## config.mk

```make
export PLATFORM = sky130hd
export DESIGN_NAME = i2c_master_bit_engine
export DESIGN_NICKNAME = d
export VERILOG_FILES = /design/src/i2cm_pkg.sv /design/src/i2c_master_bit_engine.sv /design/src/i2cm_front.sv /design/src/i2cm_engine.sv /design/src/i2cm_result_queue.sv
export SDC_FILE = /design/constraint.sdc
export NUM_CORES = 1
export LEC_CHECK = 0
export ABC_CLOCK_PERIOD_IN_PS = 10520
export CAP_MARGIN = 20
export CELL_PAD_IN_SITES_DETAIL_PLACEMENT = 1
export CELL_PAD_IN_SITES_GLOBAL_PLACEMENT = 1
export CORE_MARGIN = 2
export CORE_UTILIZATION = 50
export DETAILED_ROUTE_END_ITERATION = 16
export DONT_BUFFER_PORTS = 1
export PLACE_DENSITY_LB_ADDON = 0.1
export SLEW_MARGIN = 10
export SYNTH_ARGS = -nofsm -noshare
export SYNTH_HDL_FRONTEND = slang
export SYNTH_SLANG_ARGS = --single-unit
```

## constraint.sdc

```tcl
create_clock -name clk -period 10.52 [get_ports clk]
set_clock_uncertainty 0.1 [all_clocks]
set_input_delay 2.104 -clock clk [delete_from_list [all_inputs] [get_ports clk]]
set_output_delay 2.104 -clock clk [all_outputs]
set_load 0.02 [all_outputs]
```

## src/i2cm_pkg.sv

```systemverilog
// Shared types and constants for the I2C master bit engine.
package i2cm_pkg;

    localparam int HALF_COUNT_WIDTH    = 16;
    localparam int STRETCH_COUNT_WIDTH = 20;

    localparam int HALF_PERIOD_WIDTH   = 16;
    localparam int STRETCH_LIMIT_WIDTH = 20;
    localparam int CFG_INDEX_WIDTH     = 2;
    localparam int CFG_DATA_WIDTH      = 20;

    localparam logic [HALF_PERIOD_WIDTH-1:0]   HALF_PERIOD_RESET   = 16'd250;
    localparam logic [STRETCH_LIMIT_WIDTH-1:0] STRETCH_LIMIT_RESET = 20'd50000;

    localparam int IN_DEPTH  = 4;
    localparam int OUT_DEPTH = 2;

    localparam logic [3:0] BITS_PER_BYTE = 4'd8;

    typedef enum logic [CFG_INDEX_WIDTH-1:0] {
        CFG_HALF_PERIOD   = 2'd0,
        CFG_STRETCH_LIMIT = 2'd1
    } cfg_index_t;

    typedef enum logic [2:0] {
        CMD_IDLE  = 3'd0,
        CMD_START = 3'd1,
        CMD_STOP  = 3'd2,
        CMD_WRITE = 3'd3,
        CMD_READ  = 3'd4
    } cmd_t;

    typedef enum logic [3:0] {
        PH_IDLE   = 4'd0,
        PH_S_WAIT = 4'd1,
        PH_S_D1   = 4'd2,
        PH_S_D2   = 4'd3,
        PH_P_D1   = 4'd4,
        PH_P_WAIT = 4'd5,
        PH_P_D2   = 4'd6,
        PH_P_D3   = 4'd7,
        PH_W_D    = 4'd8,
        PH_W_WAIT = 4'd9,
        PH_W_H    = 4'd10,
        PH_R_D    = 4'd11,
        PH_R_WAIT = 4'd12,
        PH_R_H    = 4'd13
    } phase_t;

    typedef struct packed {
        cmd_t       cmd;
        logic [7:0] tx_byte;
        logic       send_ack;
        logic       scl_in;
        logic       sda_in;
    } item_t;

    typedef struct packed {
        logic       scl_drive_low;
        logic       sda_drive_low;
        logic       busy_res;
        logic       done_res;
        logic [7:0] rx_byte;
        logic       ack_seen;
    } result_t;

endpackage

```

## src/i2c_master_bit_engine.sv

```systemverilog
// Top level of the open-drain I2C master bit engine.
//
// Each input transaction is one system tick: a command (idle, start, stop,
// write byte, read byte), the byte to send, the ACK choice and the sampled
// SCL/SDA levels. Push it while full is low. Every accepted transaction
// yields exactly one result transaction: the line drives, busy, a done
// pulse, the last received byte and the last ACK seen. Results wait in a
// queue; read them while empty is low and pop to take one.
// Each input passes from the input queue through the sequencer step into the
// result queue. Throughput: one transaction per cycle, set by the single
// sequencer step, while the result queue is not full.
// Configuration writes (half period, stretch limit) are taken at any time
// through cfg_valid/cfg_ready; issue them only while the block is idle.
// Reset empties both queues, clears the sequencer's line drives and loads the default
// half period of 250 ticks and stretch limit of 50000 ticks.
// When the receiver stalls, the result queue fills, the sequencer holds,
// then the input queue fills and full rises; nothing is dropped.
module i2c_master_bit_engine
    import i2cm_pkg::*;
(
    input  logic                       clk,
    input  logic                       rst_n,
    input  logic                       push,
    output logic                       full,
    input  logic [2:0]                 func,
    input  logic [7:0]                 tx_byte,
    input  logic                       send_ack,
    input  logic                       scl_in,
    input  logic                       sda_in,
    output logic                       empty,
    input  logic                       pop,
    output logic                       scl_drive_low,
    output logic                       sda_drive_low,
    output logic                       busy_res,
    output logic                       done_res,
    output logic [7:0]                 rx_byte,
    output logic                       ack_seen,
    input  logic                       cfg_valid,
    output logic                       cfg_ready,
    input  logic [CFG_INDEX_WIDTH-1:0] cfg_index,
    input  logic [CFG_DATA_WIDTH-1:0]  cfg_data
);

    logic    item_valid;
    logic    item_take;
    item_t   item;
    logic    res_full;
    logic    res_push;
    result_t res;
    result_t head;

    i2cm_front u_front (
        .clk        (clk),
        .rst_n      (rst_n),
        .push       (push),
        .full       (full),
        .func       (func),
        .tx_byte    (tx_byte),
        .send_ack   (send_ack),
        .scl_in     (scl_in),
        .sda_in     (sda_in),
        .item_valid (item_valid),
        .item_take  (item_take),
        .item       (item)
    );

    i2cm_engine u_engine (
        .clk        (clk),
        .rst_n      (rst_n),
        .cfg_valid  (cfg_valid),
        .cfg_ready  (cfg_ready),
        .cfg_index  (cfg_index),
        .cfg_data   (cfg_data),
        .item_valid (item_valid),
        .item_take  (item_take),
        .item       (item),
        .res_full   (res_full),
        .res_push   (res_push),
        .res        (res)
    );

    i2cm_result_queue u_result_queue (
        .clk      (clk),
        .rst_n    (rst_n),
        .res_push (res_push),
        .res_full (res_full),
        .res      (res),
        .empty    (empty),
        .pop      (pop),
        .head     (head)
    );

    assign scl_drive_low = head.scl_drive_low;
    assign sda_drive_low = head.sda_drive_low;
    assign busy_res      = head.busy_res;
    assign done_res      = head.done_res;
    assign rx_byte       = head.rx_byte;
    assign ack_seen      = head.ack_seen;

endmodule

```

## src/i2cm_front.sv

```systemverilog
// Front end: decodes incoming commands and buffers them for the engine.
module i2cm_front
    import i2cm_pkg::*;
(
    input  logic       clk,
    input  logic       rst_n,
    input  logic       push,
    output logic       full,
    input  logic [2:0] func,
    input  logic [7:0] tx_byte,
    input  logic       send_ack,
    input  logic       scl_in,
    input  logic       sda_in,
    output logic       item_valid,
    input  logic       item_take,
    output item_t      item
);

    localparam int PTR_W = (IN_DEPTH > 1) ? $clog2(IN_DEPTH) : 1;
    localparam int CNT_W = $clog2(IN_DEPTH + 1);
    localparam logic [PTR_W-1:0] LAST_PTR = PTR_W'(IN_DEPTH - 1);
    localparam logic [CNT_W-1:0] DEPTH_CNT = CNT_W'(IN_DEPTH);

    item_t            mem [IN_DEPTH];
    logic [PTR_W-1:0] wr_ptr_reg, wr_ptr_next;
    logic [PTR_W-1:0] rd_ptr_reg, rd_ptr_next;
    logic [CNT_W-1:0] count_reg, count_next;
    cmd_t             cmd;
    logic             wr_en;
    logic             rd_en;

    always_comb
    begin
        unique case (func)
            3'd1:    cmd = CMD_START;
            3'd2:    cmd = CMD_STOP;
            3'd3:    cmd = CMD_WRITE;
            3'd4:    cmd = CMD_READ;
            default: cmd = CMD_IDLE;
        endcase
    end

    assign full       = (count_reg == DEPTH_CNT);
    assign item_valid = (count_reg != '0);
    assign wr_en      = push && !full;
    assign rd_en      = item_take && item_valid;
    assign item       = mem[rd_ptr_reg];

    always_comb
    begin
        wr_ptr_next = wr_ptr_reg;
        rd_ptr_next = rd_ptr_reg;
        count_next  = count_reg;
        if (wr_en)
        begin
            wr_ptr_next = (wr_ptr_reg == LAST_PTR) ? '0 : wr_ptr_reg + 1'b1;
        end
        if (rd_en)
        begin
            rd_ptr_next = (rd_ptr_reg == LAST_PTR) ? '0 : rd_ptr_reg + 1'b1;
        end
        if (wr_en && !rd_en)
        begin
            count_next = count_reg + 1'b1;
        end
        else if (rd_en && !wr_en)
        begin
            count_next = count_reg - 1'b1;
        end
    end

    always_ff @(posedge clk or negedge rst_n)
    begin
        if (!rst_n)
        begin
            wr_ptr_reg <= '0;
            rd_ptr_reg <= '0;
            count_reg  <= '0;
        end
        else
        begin
            wr_ptr_reg <= wr_ptr_next;
            rd_ptr_reg <= rd_ptr_next;
            count_reg  <= count_next;
        end
    end

    always_ff @(posedge clk)
    begin
        if (wr_en)
        begin
            mem[wr_ptr_reg] <= '{cmd: cmd, tx_byte: tx_byte, send_ack: send_ack,
                                 scl_in: scl_in, sda_in: sda_in};
        end
    end

endmodule

```

## src/i2cm_engine.sv

```systemverilog
// Bus sequencer: runs start, stop, write and read one tick per item.
module i2cm_engine
    import i2cm_pkg::*;
(
    input  logic                       clk,
    input  logic                       rst_n,
    input  logic                       cfg_valid,
    output logic                       cfg_ready,
    input  logic [CFG_INDEX_WIDTH-1:0] cfg_index,
    input  logic [CFG_DATA_WIDTH-1:0]  cfg_data,
    input  logic                       item_valid,
    output logic                       item_take,
    input  item_t                      item,
    input  logic                       res_full,
    output logic                       res_push,
    output result_t                    res
);

    localparam int HCW  = HALF_COUNT_WIDTH;
    localparam int SCW  = STRETCH_COUNT_WIDTH;
    localparam int HCMP = (HCW > HALF_PERIOD_WIDTH) ? HCW : HALF_PERIOD_WIDTH;
    localparam int SCMP = (SCW > STRETCH_LIMIT_WIDTH) ? SCW : STRETCH_LIMIT_WIDTH;

    logic [HALF_PERIOD_WIDTH-1:0]   half_period_reg;
    logic [STRETCH_LIMIT_WIDTH-1:0] stretch_limit_reg;

    phase_t         phase_reg, phase_next;
    cmd_t           current_command_reg, current_command_next;
    logic [3:0]     bit_count_reg, bit_count_next;
    logic [HCW-1:0] half_counter_reg, half_counter_next;
    logic [SCW-1:0] stretch_counter_reg, stretch_counter_next;
    logic [7:0]     shift_reg, shift_next;
    logic           ack_flag_reg, ack_flag_next;
    logic           ack_choice_reg, ack_choice_next;
    logic           scl_low_reg, scl_low_next;
    logic           sda_low_reg, sda_low_next;
    logic [7:0]     rx_hold_reg, rx_hold_next;

    logic           step;
    logic [HCW:0]   half_inc;
    logic [HCW-1:0] half_sat;
    logic [SCW:0]   stretch_inc;
    logic [SCW-1:0] stretch_sat;
    logic [SCW-1:0] stretch_step;
    logic           delay_end;
    logic           wait_end;
    logic           done;
    logic [3:0]     bit_count_inc;
    logic [7:0]     shift_left;

    assign cfg_ready = 1'b1;
    assign step      = item_valid && !res_full;
    assign item_take = step;
    assign res_push  = step;

    always_comb
    begin
        half_inc     = {1'b0, half_counter_reg} + 1'b1;
        half_sat     = half_inc[HCW] ? '1 : half_inc[HCW-1:0];
        delay_end    = (HCMP'(half_sat) >= HCMP'(half_period_reg)) || (half_sat == '1);
        stretch_inc  = {1'b0, stretch_counter_reg} + 1'b1;
        stretch_sat  = stretch_inc[SCW] ? '1 : stretch_inc[SCW-1:0];
        stretch_step = item.scl_in ? stretch_counter_reg : stretch_sat;
        wait_end     = item.scl_in || (SCMP'(stretch_sat) >= SCMP'(stretch_limit_reg))
                       || (stretch_sat == '1);
        bit_count_inc = bit_count_reg + 1'b1;
        shift_left    = {shift_reg[6:0], 1'b0};
    end

    // next phase
    always_comb
    begin
        phase_next = phase_reg;
        unique case (phase_reg)
            PH_IDLE:
            begin
                unique case (item.cmd)
                    CMD_START: phase_next = PH_S_WAIT;
                    CMD_STOP:  phase_next = PH_P_D1;
                    CMD_WRITE: phase_next = PH_W_D;
                    CMD_READ:  phase_next = PH_R_D;
                    default:   phase_next = PH_IDLE;
                endcase
            end
            PH_S_WAIT: if (wait_end)  phase_next = PH_S_D1;
            PH_S_D1:   if (delay_end) phase_next = PH_S_D2;
            PH_S_D2:   if (delay_end) phase_next = PH_IDLE;
            PH_P_D1:   if (delay_end) phase_next = PH_P_WAIT;
            PH_P_WAIT: if (wait_end)  phase_next = PH_P_D2;
            PH_P_D2:   if (delay_end) phase_next = PH_P_D3;
            PH_P_D3:   if (delay_end) phase_next = PH_IDLE;
            PH_W_D:    if (delay_end) phase_next = PH_W_WAIT;
            PH_W_WAIT: if (wait_end)  phase_next = PH_W_H;
            PH_W_H:
            begin
                if (delay_end)
                begin
                    phase_next = (bit_count_reg < BITS_PER_BYTE) ? PH_W_D : PH_IDLE;
                end
            end
            PH_R_D:    if (delay_end) phase_next = PH_R_WAIT;
            PH_R_WAIT: if (wait_end)  phase_next = PH_R_H;
            PH_R_H:
            begin
                if (delay_end)
                begin
                    phase_next = (bit_count_reg < BITS_PER_BYTE) ? PH_R_D : PH_IDLE;
                end
            end
            default:   phase_next = PH_IDLE;
        endcase
    end

    // datapath and outputs
    always_comb
    begin
        current_command_next = current_command_reg;
        bit_count_next       = bit_count_reg;
        half_counter_next    = half_counter_reg;
        stretch_counter_next = stretch_counter_reg;
        shift_next           = shift_reg;
        ack_flag_next        = ack_flag_reg;
        ack_choice_next      = ack_choice_reg;
        scl_low_next         = scl_low_reg;
        sda_low_next         = sda_low_reg;
        rx_hold_next         = rx_hold_reg;
        done                 = 1'b0;
        unique case (phase_reg)
            PH_IDLE:
            begin
                if (item.cmd != CMD_IDLE)
                begin
                    current_command_next = item.cmd;
                end
                unique case (item.cmd)
                    CMD_START:
                    begin
                        sda_low_next         = 1'b0;
                        stretch_counter_next = '0;
                        scl_low_next         = 1'b0;
                    end
                    CMD_STOP:
                    begin
                        sda_low_next      = 1'b1;
                        half_counter_next = '0;
                    end
                    CMD_WRITE:
                    begin
                        shift_next        = item.tx_byte;
                        bit_count_next    = '0;
                        sda_low_next      = !item.tx_byte[7];
                        half_counter_next = '0;
                    end
                    CMD_READ:
                    begin
                        shift_next        = '0;
                        bit_count_next    = '0;
                        ack_choice_next   = item.send_ack;
                        sda_low_next      = 1'b0;
                        half_counter_next = '0;
                    end
                    default:
                    begin
                    end
                endcase
            end
            PH_S_WAIT, PH_P_WAIT, PH_W_WAIT, PH_R_WAIT:
            begin
                stretch_counter_next = stretch_step;
                if (wait_end)
                begin
                    half_counter_next = '0;
                end
            end
            PH_S_D1, PH_P_D2:
            begin
                half_counter_next = half_sat;
                if (delay_end)
                begin
                    sda_low_next      = (phase_reg == PH_S_D1);
                    half_counter_next = '0;
                end
            end
            PH_S_D2:
            begin
                half_counter_next = half_sat;
                if (delay_end)
                begin
                    scl_low_next = 1'b1;
                    done         = 1'b1;
                end
            end
            PH_P_D3:
            begin
                half_counter_next = half_sat;
                if (delay_end)
                begin
                    done = 1'b1;
                end
            end
            PH_P_D1, PH_W_D, PH_R_D:
            begin
                half_counter_next = half_sat;
                if (delay_end)
                begin
                    stretch_counter_next = '0;
                    scl_low_next         = 1'b0;
                end
            end
            PH_W_H:
            begin
                half_counter_next = half_sat;
                if (delay_end)
                begin
                    scl_low_next = 1'b1;
                    if (bit_count_reg < BITS_PER_BYTE)
                    begin
                        shift_next        = shift_left;
                        bit_count_next    = bit_count_inc;
                        sda_low_next      = (bit_count_inc < BITS_PER_BYTE) ? !shift_left[7]
                                                                            : 1'b0;
                        half_counter_next = '0;
                    end
                    else
                    begin
                        ack_flag_next = !item.sda_in;
                        done          = 1'b1;
                    end
                end
            end
            PH_R_H:
            begin
                half_counter_next = half_sat;
                if (delay_end)
                begin
                    scl_low_next = 1'b1;
                    if (bit_count_reg < BITS_PER_BYTE)
                    begin
                        shift_next        = {shift_reg[6:0], item.sda_in};
                        bit_count_next    = bit_count_inc;
                        half_counter_next = '0;
                        if (bit_count_inc == BITS_PER_BYTE)
                        begin
                            sda_low_next = ack_choice_reg;
                        end
                    end
                    else
                    begin
                        sda_low_next = 1'b0;
                        rx_hold_next = shift_reg;
                        done         = 1'b1;
                    end
                end
            end
            default:
            begin
            end
        endcase
    end

    assign res = '{scl_drive_low: scl_low_next,
                   sda_drive_low: sda_low_next,
                   busy_res:      (phase_next != PH_IDLE),
                   done_res:      done,
                   rx_byte:       rx_hold_next,
                   ack_seen:      ack_flag_next};

    always_ff @(posedge clk or negedge rst_n)
    begin
        if (!rst_n)
        begin
            half_period_reg   <= HALF_PERIOD_RESET;
            stretch_limit_reg <= STRETCH_LIMIT_RESET;
        end
        else if (cfg_valid && cfg_ready)
        begin
            if (cfg_index == CFG_HALF_PERIOD)
            begin
                half_period_reg <= cfg_data[HALF_PERIOD_WIDTH-1:0];
            end
            else if (cfg_index == CFG_STRETCH_LIMIT)
            begin
                stretch_limit_reg <= cfg_data[STRETCH_LIMIT_WIDTH-1:0];
            end
        end
    end

    always_ff @(posedge clk or negedge rst_n)
    begin
        if (!rst_n)
        begin
            phase_reg           <= PH_IDLE;
            current_command_reg <= CMD_IDLE;
            bit_count_reg       <= '0;
            half_counter_reg    <= '0;
            stretch_counter_reg <= '0;
            shift_reg           <= '0;
            ack_flag_reg        <= 1'b0;
            ack_choice_reg      <= 1'b0;
            scl_low_reg         <= 1'b0;
            sda_low_reg         <= 1'b0;
            rx_hold_reg         <= '0;
        end
        else if (step)
        begin
            phase_reg           <= phase_next;
            current_command_reg <= current_command_next;
            bit_count_reg       <= bit_count_next;
            half_counter_reg    <= half_counter_next;
            stretch_counter_reg <= stretch_counter_next;
            shift_reg           <= shift_next;
            ack_flag_reg        <= ack_flag_next;
            ack_choice_reg      <= ack_choice_next;
            scl_low_reg         <= scl_low_next;
            sda_low_reg         <= sda_low_next;
            rx_hold_reg         <= rx_hold_next;
        end
    end

    a_cmd_leaves_idle: assert property (@(posedge clk) disable iff (!rst_n)
        step && (phase_reg == PH_IDLE) && (item.cmd != CMD_IDLE) |=> (phase_reg != PH_IDLE))
        else $error("command did not start a sequence");

    a_write_cmd: assert property (@(posedge clk) disable iff (!rst_n)
        (phase_reg == PH_W_D || phase_reg == PH_W_WAIT || phase_reg == PH_W_H)
        |-> (current_command_reg == CMD_WRITE))
        else $error("write phase without write command");

    a_read_cmd: assert property (@(posedge clk) disable iff (!rst_n)
        (phase_reg == PH_R_D || phase_reg == PH_R_WAIT || phase_reg == PH_R_H)
        |-> (current_command_reg == CMD_READ))
        else $error("read phase without read command");

    a_bit_count: assert property (@(posedge clk) disable iff (!rst_n)
        bit_count_reg <= BITS_PER_BYTE)
        else $error("bit count overrun");

    a_clock_low_after_bit: assert property (@(posedge clk) disable iff (!rst_n)
        step && delay_end && (phase_reg == PH_W_H || phase_reg == PH_R_H) |=> scl_low_reg)
        else $error("SCL not pulled low after data bit");

endmodule

```

## src/i2cm_result_queue.sv

```systemverilog
// Result queue: holds finished results until the receiver pops them.
module i2cm_result_queue
    import i2cm_pkg::*;
(
    input  logic    clk,
    input  logic    rst_n,
    input  logic    res_push,
    output logic    res_full,
    input  result_t res,
    output logic    empty,
    input  logic    pop,
    output result_t head
);

    localparam int PTR_W = (OUT_DEPTH > 1) ? $clog2(OUT_DEPTH) : 1;
    localparam int CNT_W = $clog2(OUT_DEPTH + 1);
    localparam logic [PTR_W-1:0] LAST_PTR = PTR_W'(OUT_DEPTH - 1);
    localparam logic [CNT_W-1:0] DEPTH_CNT = CNT_W'(OUT_DEPTH);

    result_t          mem [OUT_DEPTH];
    logic [PTR_W-1:0] wr_ptr_reg, wr_ptr_next;
    logic [PTR_W-1:0] rd_ptr_reg, rd_ptr_next;
    logic [CNT_W-1:0] count_reg, count_next;
    logic             wr_en;
    logic             rd_en;

    assign res_full = (count_reg == DEPTH_CNT);
    assign empty    = (count_reg == '0);
    assign wr_en    = res_push && !res_full;
    assign rd_en    = pop && !empty;
    assign head     = mem[rd_ptr_reg];

    always_comb
    begin
        wr_ptr_next = wr_ptr_reg;
        rd_ptr_next = rd_ptr_reg;
        count_next  = count_reg;
        if (wr_en)
        begin
            wr_ptr_next = (wr_ptr_reg == LAST_PTR) ? '0 : wr_ptr_reg + 1'b1;
        end
        if (rd_en)
        begin
            rd_ptr_next = (rd_ptr_reg == LAST_PTR) ? '0 : rd_ptr_reg + 1'b1;
        end
        if (wr_en && !rd_en)
        begin
            count_next = count_reg + 1'b1;
        end
        else if (rd_en && !wr_en)
        begin
            count_next = count_reg - 1'b1;
        end
    end

    always_ff @(posedge clk or negedge rst_n)
    begin
        if (!rst_n)
        begin
            wr_ptr_reg <= '0;
            rd_ptr_reg <= '0;
            count_reg  <= '0;
        end
        else
        begin
            wr_ptr_reg <= wr_ptr_next;
            rd_ptr_reg <= rd_ptr_next;
            count_reg  <= count_next;
        end
    end

    always_ff @(posedge clk)
    begin
        if (wr_en)
        begin
            mem[wr_ptr_reg] <= res;
        end
    end

endmodule

```

==> impl_metrics.csv <==
group,metric,value,unit
run_status,status,"complete, no violations",
synthesis,yosysTopAreaCell,"dfrtp_1",
synthesis,synth_cell_types,82,
sta,max_freq,0.1894,GHz
worst_setup_path,rrSetupSlack,5.24,ns
route,avgViaCountPerCell,5.898,
worst_setup_path,setup.worst_path.start,"u_engine.half_counter_reg[0]",
power,vdd_drop_max,238.6,µV
power,p_int,1702,µW
sta,fin_crit_sh,0.5020,
synthesis,seq_area_frac_synth,0.5048,
floorplan,core_area,20360,µm²
global_route,grt_pass1_wl,40570,µm
worst_setup_path,r2r_start,"u_engine.half_counter_reg[0]",
cells_and_area,nNetsFinal,997,
route,antenna_left,0,
worst_setup_path,critPathCaptureType,"flop",
placed_design,io_buffers,0,
global_route,grt_max_degree,112,
cells_and_area,largest_reg_flops,56,
synthesis,ys_top_cells_by_area,"dfrtp_1, edfxtp_1, mux2_2",
synthesis,syn_area_per_cell,11.24,µm²
sta,rsz0062_at_grt,"no",
clocking,cts_tree,"done",
route,first_pass_iters,4,
synthesis,ys.flop_type,"dfrtp_1",
floorplan,row_count,52,
clocking,root_buffer,"clkbuf_16",
floorplan,pin_count,57,
clocking,clock_latency,0.44,ns
synthesis,ys_ff_latch,193,
cells_and_area,largest_registers,"u_front.mem (56), u_result_queue.mem (26)",
power,seqPwrFrac,0.405,
clocking,postCtsSetupBuffers,0,
power,p_leak,0.004769,µW
cells_and_area,fillers,2144,
power,power_density,255.7,nW/µm²
power,p_comb_frac,0.361,
power,clkPwrFrac,0.234,
clocking,clockBufferDepth,2,
cells_and_area,instances_no_fill,1192,
clocking,htreeDepth,4,
placed_design,place_inst,1157,
synthesis,synthCells,926,
sta,slew_violations,0,
synthesis,synthDominantCellAreaShare,0.2380,
worst_setup_path,worst-setup-path-type,"reg -> reg",
floorplan,die_h,148.3,µm
global_route,grt_pass1_vias,7470,
global_route,grt-ovfl-total,0,
global_route,antenna_found_initial,2,
placed_design,globalplace.congestion,0.8753,
synthesis,yosysWarnings,0,
power,switching_share,0.4028,
clocking,clk_pin_slew,0.08,ns
synthesis,syn_nets,1015,
cells_and_area,syn2layout_area_growth,7.055,%
sta,final-setup-viol-count,0,
cells_and_area,drive_above_1_share,0.1607,
clocking,ctsHoldBuffers,0,
route,avgRoutedWirePerCell,20.45,µm
sta,worstMarginPinSlew,1.014,ns
floorplan,dieArea,21990,µm²
worst_setup_path,required,10.80,ns
sta,fin_crit,5.281,ns
worst_setup_path,rr_endpoint,"u_engine.half_counter_reg[4]",
clocking,cts_buffers,17,
synthesis,synth_edf_count,82,
synthesis,syn_area,10410,µm²
power,switchingPower,1148,µW
sta,slew_headroom,0.3239,
sta,hold_viol_final,0,
placed_design,dp_hpwl,17670,µm
route,drt-total-wl,24370,µm
flow_run,maxCapViolations,0,
sta,tns,0,ns
floorplan,fp.dieW,148.3,µm
worst_setup_path,worstPathArrival,5.56,ns
route,drt_iter0_drc,322,
route,vias,7031,
worst_hold_path,hold_path_class,"reg -> reg",
floorplan,initial_core_util,0.5112,
worst_setup_path,rr_worst_depth,14,
worst_setup_path,path_max_fanout,16,
worst_setup_path,worst_setup_path_start_kind,"flop",
clocking,ctsResizeCount,0,
worst_setup_path,critPathCapture,"u_engine.half_counter_reg[4]",
global_route,grtUsageTotal,0.2344,
synthesis,async_reset_ff_frac,0.5751,
cells_and_area,regMostFlops,"u_front.mem",
route,route.detailed.drc,0,
clocking,numClockSinks,193,
worst max-delay path: stages, from the launching register on:
cell and delay (ns):
dfrtp_1 0.44, ha_1 0.29, nand4_1 0.25, nor4_1 0.48, mux2i_1 0.37, inv_1 0.13
ha_1 0.21, nor4_1 0.20, o21ai_0 0.13, a21oi_1 0.13, nor2_1 0.05, a21oi_1 0.56
nand2_1 0.56, a2111oi_4 1.02, a22o_2 0.28
stage by stage:
stage | area, µm² | utilization | setup slack (ns) | total power [µW] | hold slack, ns
after floorplan | 10410 | - | 6.403 | 1946 | 0.3603
after global placement | 10520 | 0.5165 | 5.687 | 2122 | 0.3742
after detailed placement | 10520 | 0.5165 | 5.403 | 2192 | 0.3878
after CTS | 11130 | 0.5464 | 5.295 | 2871 | 0.4058
after global routing | 11140 | 0.5472 | 4.767 | 3030 | 0.4281
final | 11140 | 0.5472 | 5.239 | 2849 | 0.4040
final cells by class:
cell class	instances	area (µm²)	area share
Sequential cell	193	5255	0.4715
Multi-Input combinational cell	625	4651	0.4173
Clock buffer	17	425.4	0.03817
Tap cell	270	337.8	0.03031
Inverter	65	244.0	0.02189
Clock inverter	15	183.9	0.01650
Timing Repair Buffer	6	45.04	0.004042
Antenna cell	1	2.502	0.0002245
routing by layer:
| layer | global-route usage | share of wire |
|---|---|---|
| met1 | 0.3204 | 0.46 |
| met2 | 0.3813 | 0.48 |
| met3 | 0.04172 | 0.031 |
| met4 | 0.07905 | 0.025 |
| met5 | 0 | 0.00049 |
cell families after synthesis:
logic type,after synthesis,share of synthesized area
simple gates,287,0.1446
flops,193,0.5048
compound gates,177,0.1151
buf+inv,108,0.04892
mux,77,0.09820
fa+ha+maj,49,0.05937
xor+xnor,34,0.02861
other cells,1,0.0003602
layout by cell type (no fill, tap or decap), drive strengths merged, types with 13 or more instances in the layout:
| master | instances |
|---|---|
| nand2 | 103 |
| dfrtp | 99 |
| edfxtp | 82 |
| inv | 78 |
| mux2 | 56 |
| o21ai | 56 |
| ha | 47 |
| nor2 | 41 |
| a21oi | 35 |
| nand3 | 26 |
| nor3b | 24 |
| xnor2 | 21 |
| nor3 | 17 |
| clkbuf | 17 |
| nand4 | 17 |
| a22o | 17 |
| a21o | 15 |
| mux4 | 14 |
| xor2 | 13 |
cells in the mapped netlist, types with 13 or more instances:
| library cell | number |
|---|---|
| xor2_1 | 13 |
| mux2_2 | 56 |
| nand2_1 | 103 |
| a21o_1 | 14 |
| xnor2_1 | 21 |
| inv_1 | 65 |
| nor3_1 | 17 |
| dfrtp_1 | 99 |
| nand3_1 | 25 |
| nor2_1 | 41 |
| nand4_1 | 15 |
| nor3b_1 | 23 |
| ha_1 | 47 |
| clkbuf_1 | 27 |
| edfxtp_1 | 82 |
| o21ai_0 | 54 |
| a21oi_1 | 35 |
power by group through the flow:
stage	Combinational, µW	Sequential, µW	Clock [µW]
global placement	968	1150	0
floorplan	880	1070	0
detailed placement	1020	1170	0
CTS	1030	1160	682
global route	1140	1180	711
finish	1030	1150	667
worst min-delay path by stage:
stage / from / to / slack (ns) / cells past startpoint
CTS: u_engine.rx_hold_reg[5] / u_engine.rx_hold_reg[5] / 0.41 / 1
global placement: u_result_queue.wr_ptr_reg / u_result_queue.wr_ptr_reg / 0.37 / 1
floorplan: u_result_queue.wr_ptr_reg / u_result_queue.wr_ptr_reg / 0.36 / 1
global route: u_engine.rx_hold_reg[6] / u_engine.rx_hold_reg[6] / 0.43 / 1
detailed placement: u_engine.rx_hold_reg[5] / u_engine.rx_hold_reg[5] / 0.39 / 1
finish: u_engine.rx_hold_reg[5] / u_engine.rx_hold_reg[5] / 0.40 / 1
(Power assumes the default switching activity.)
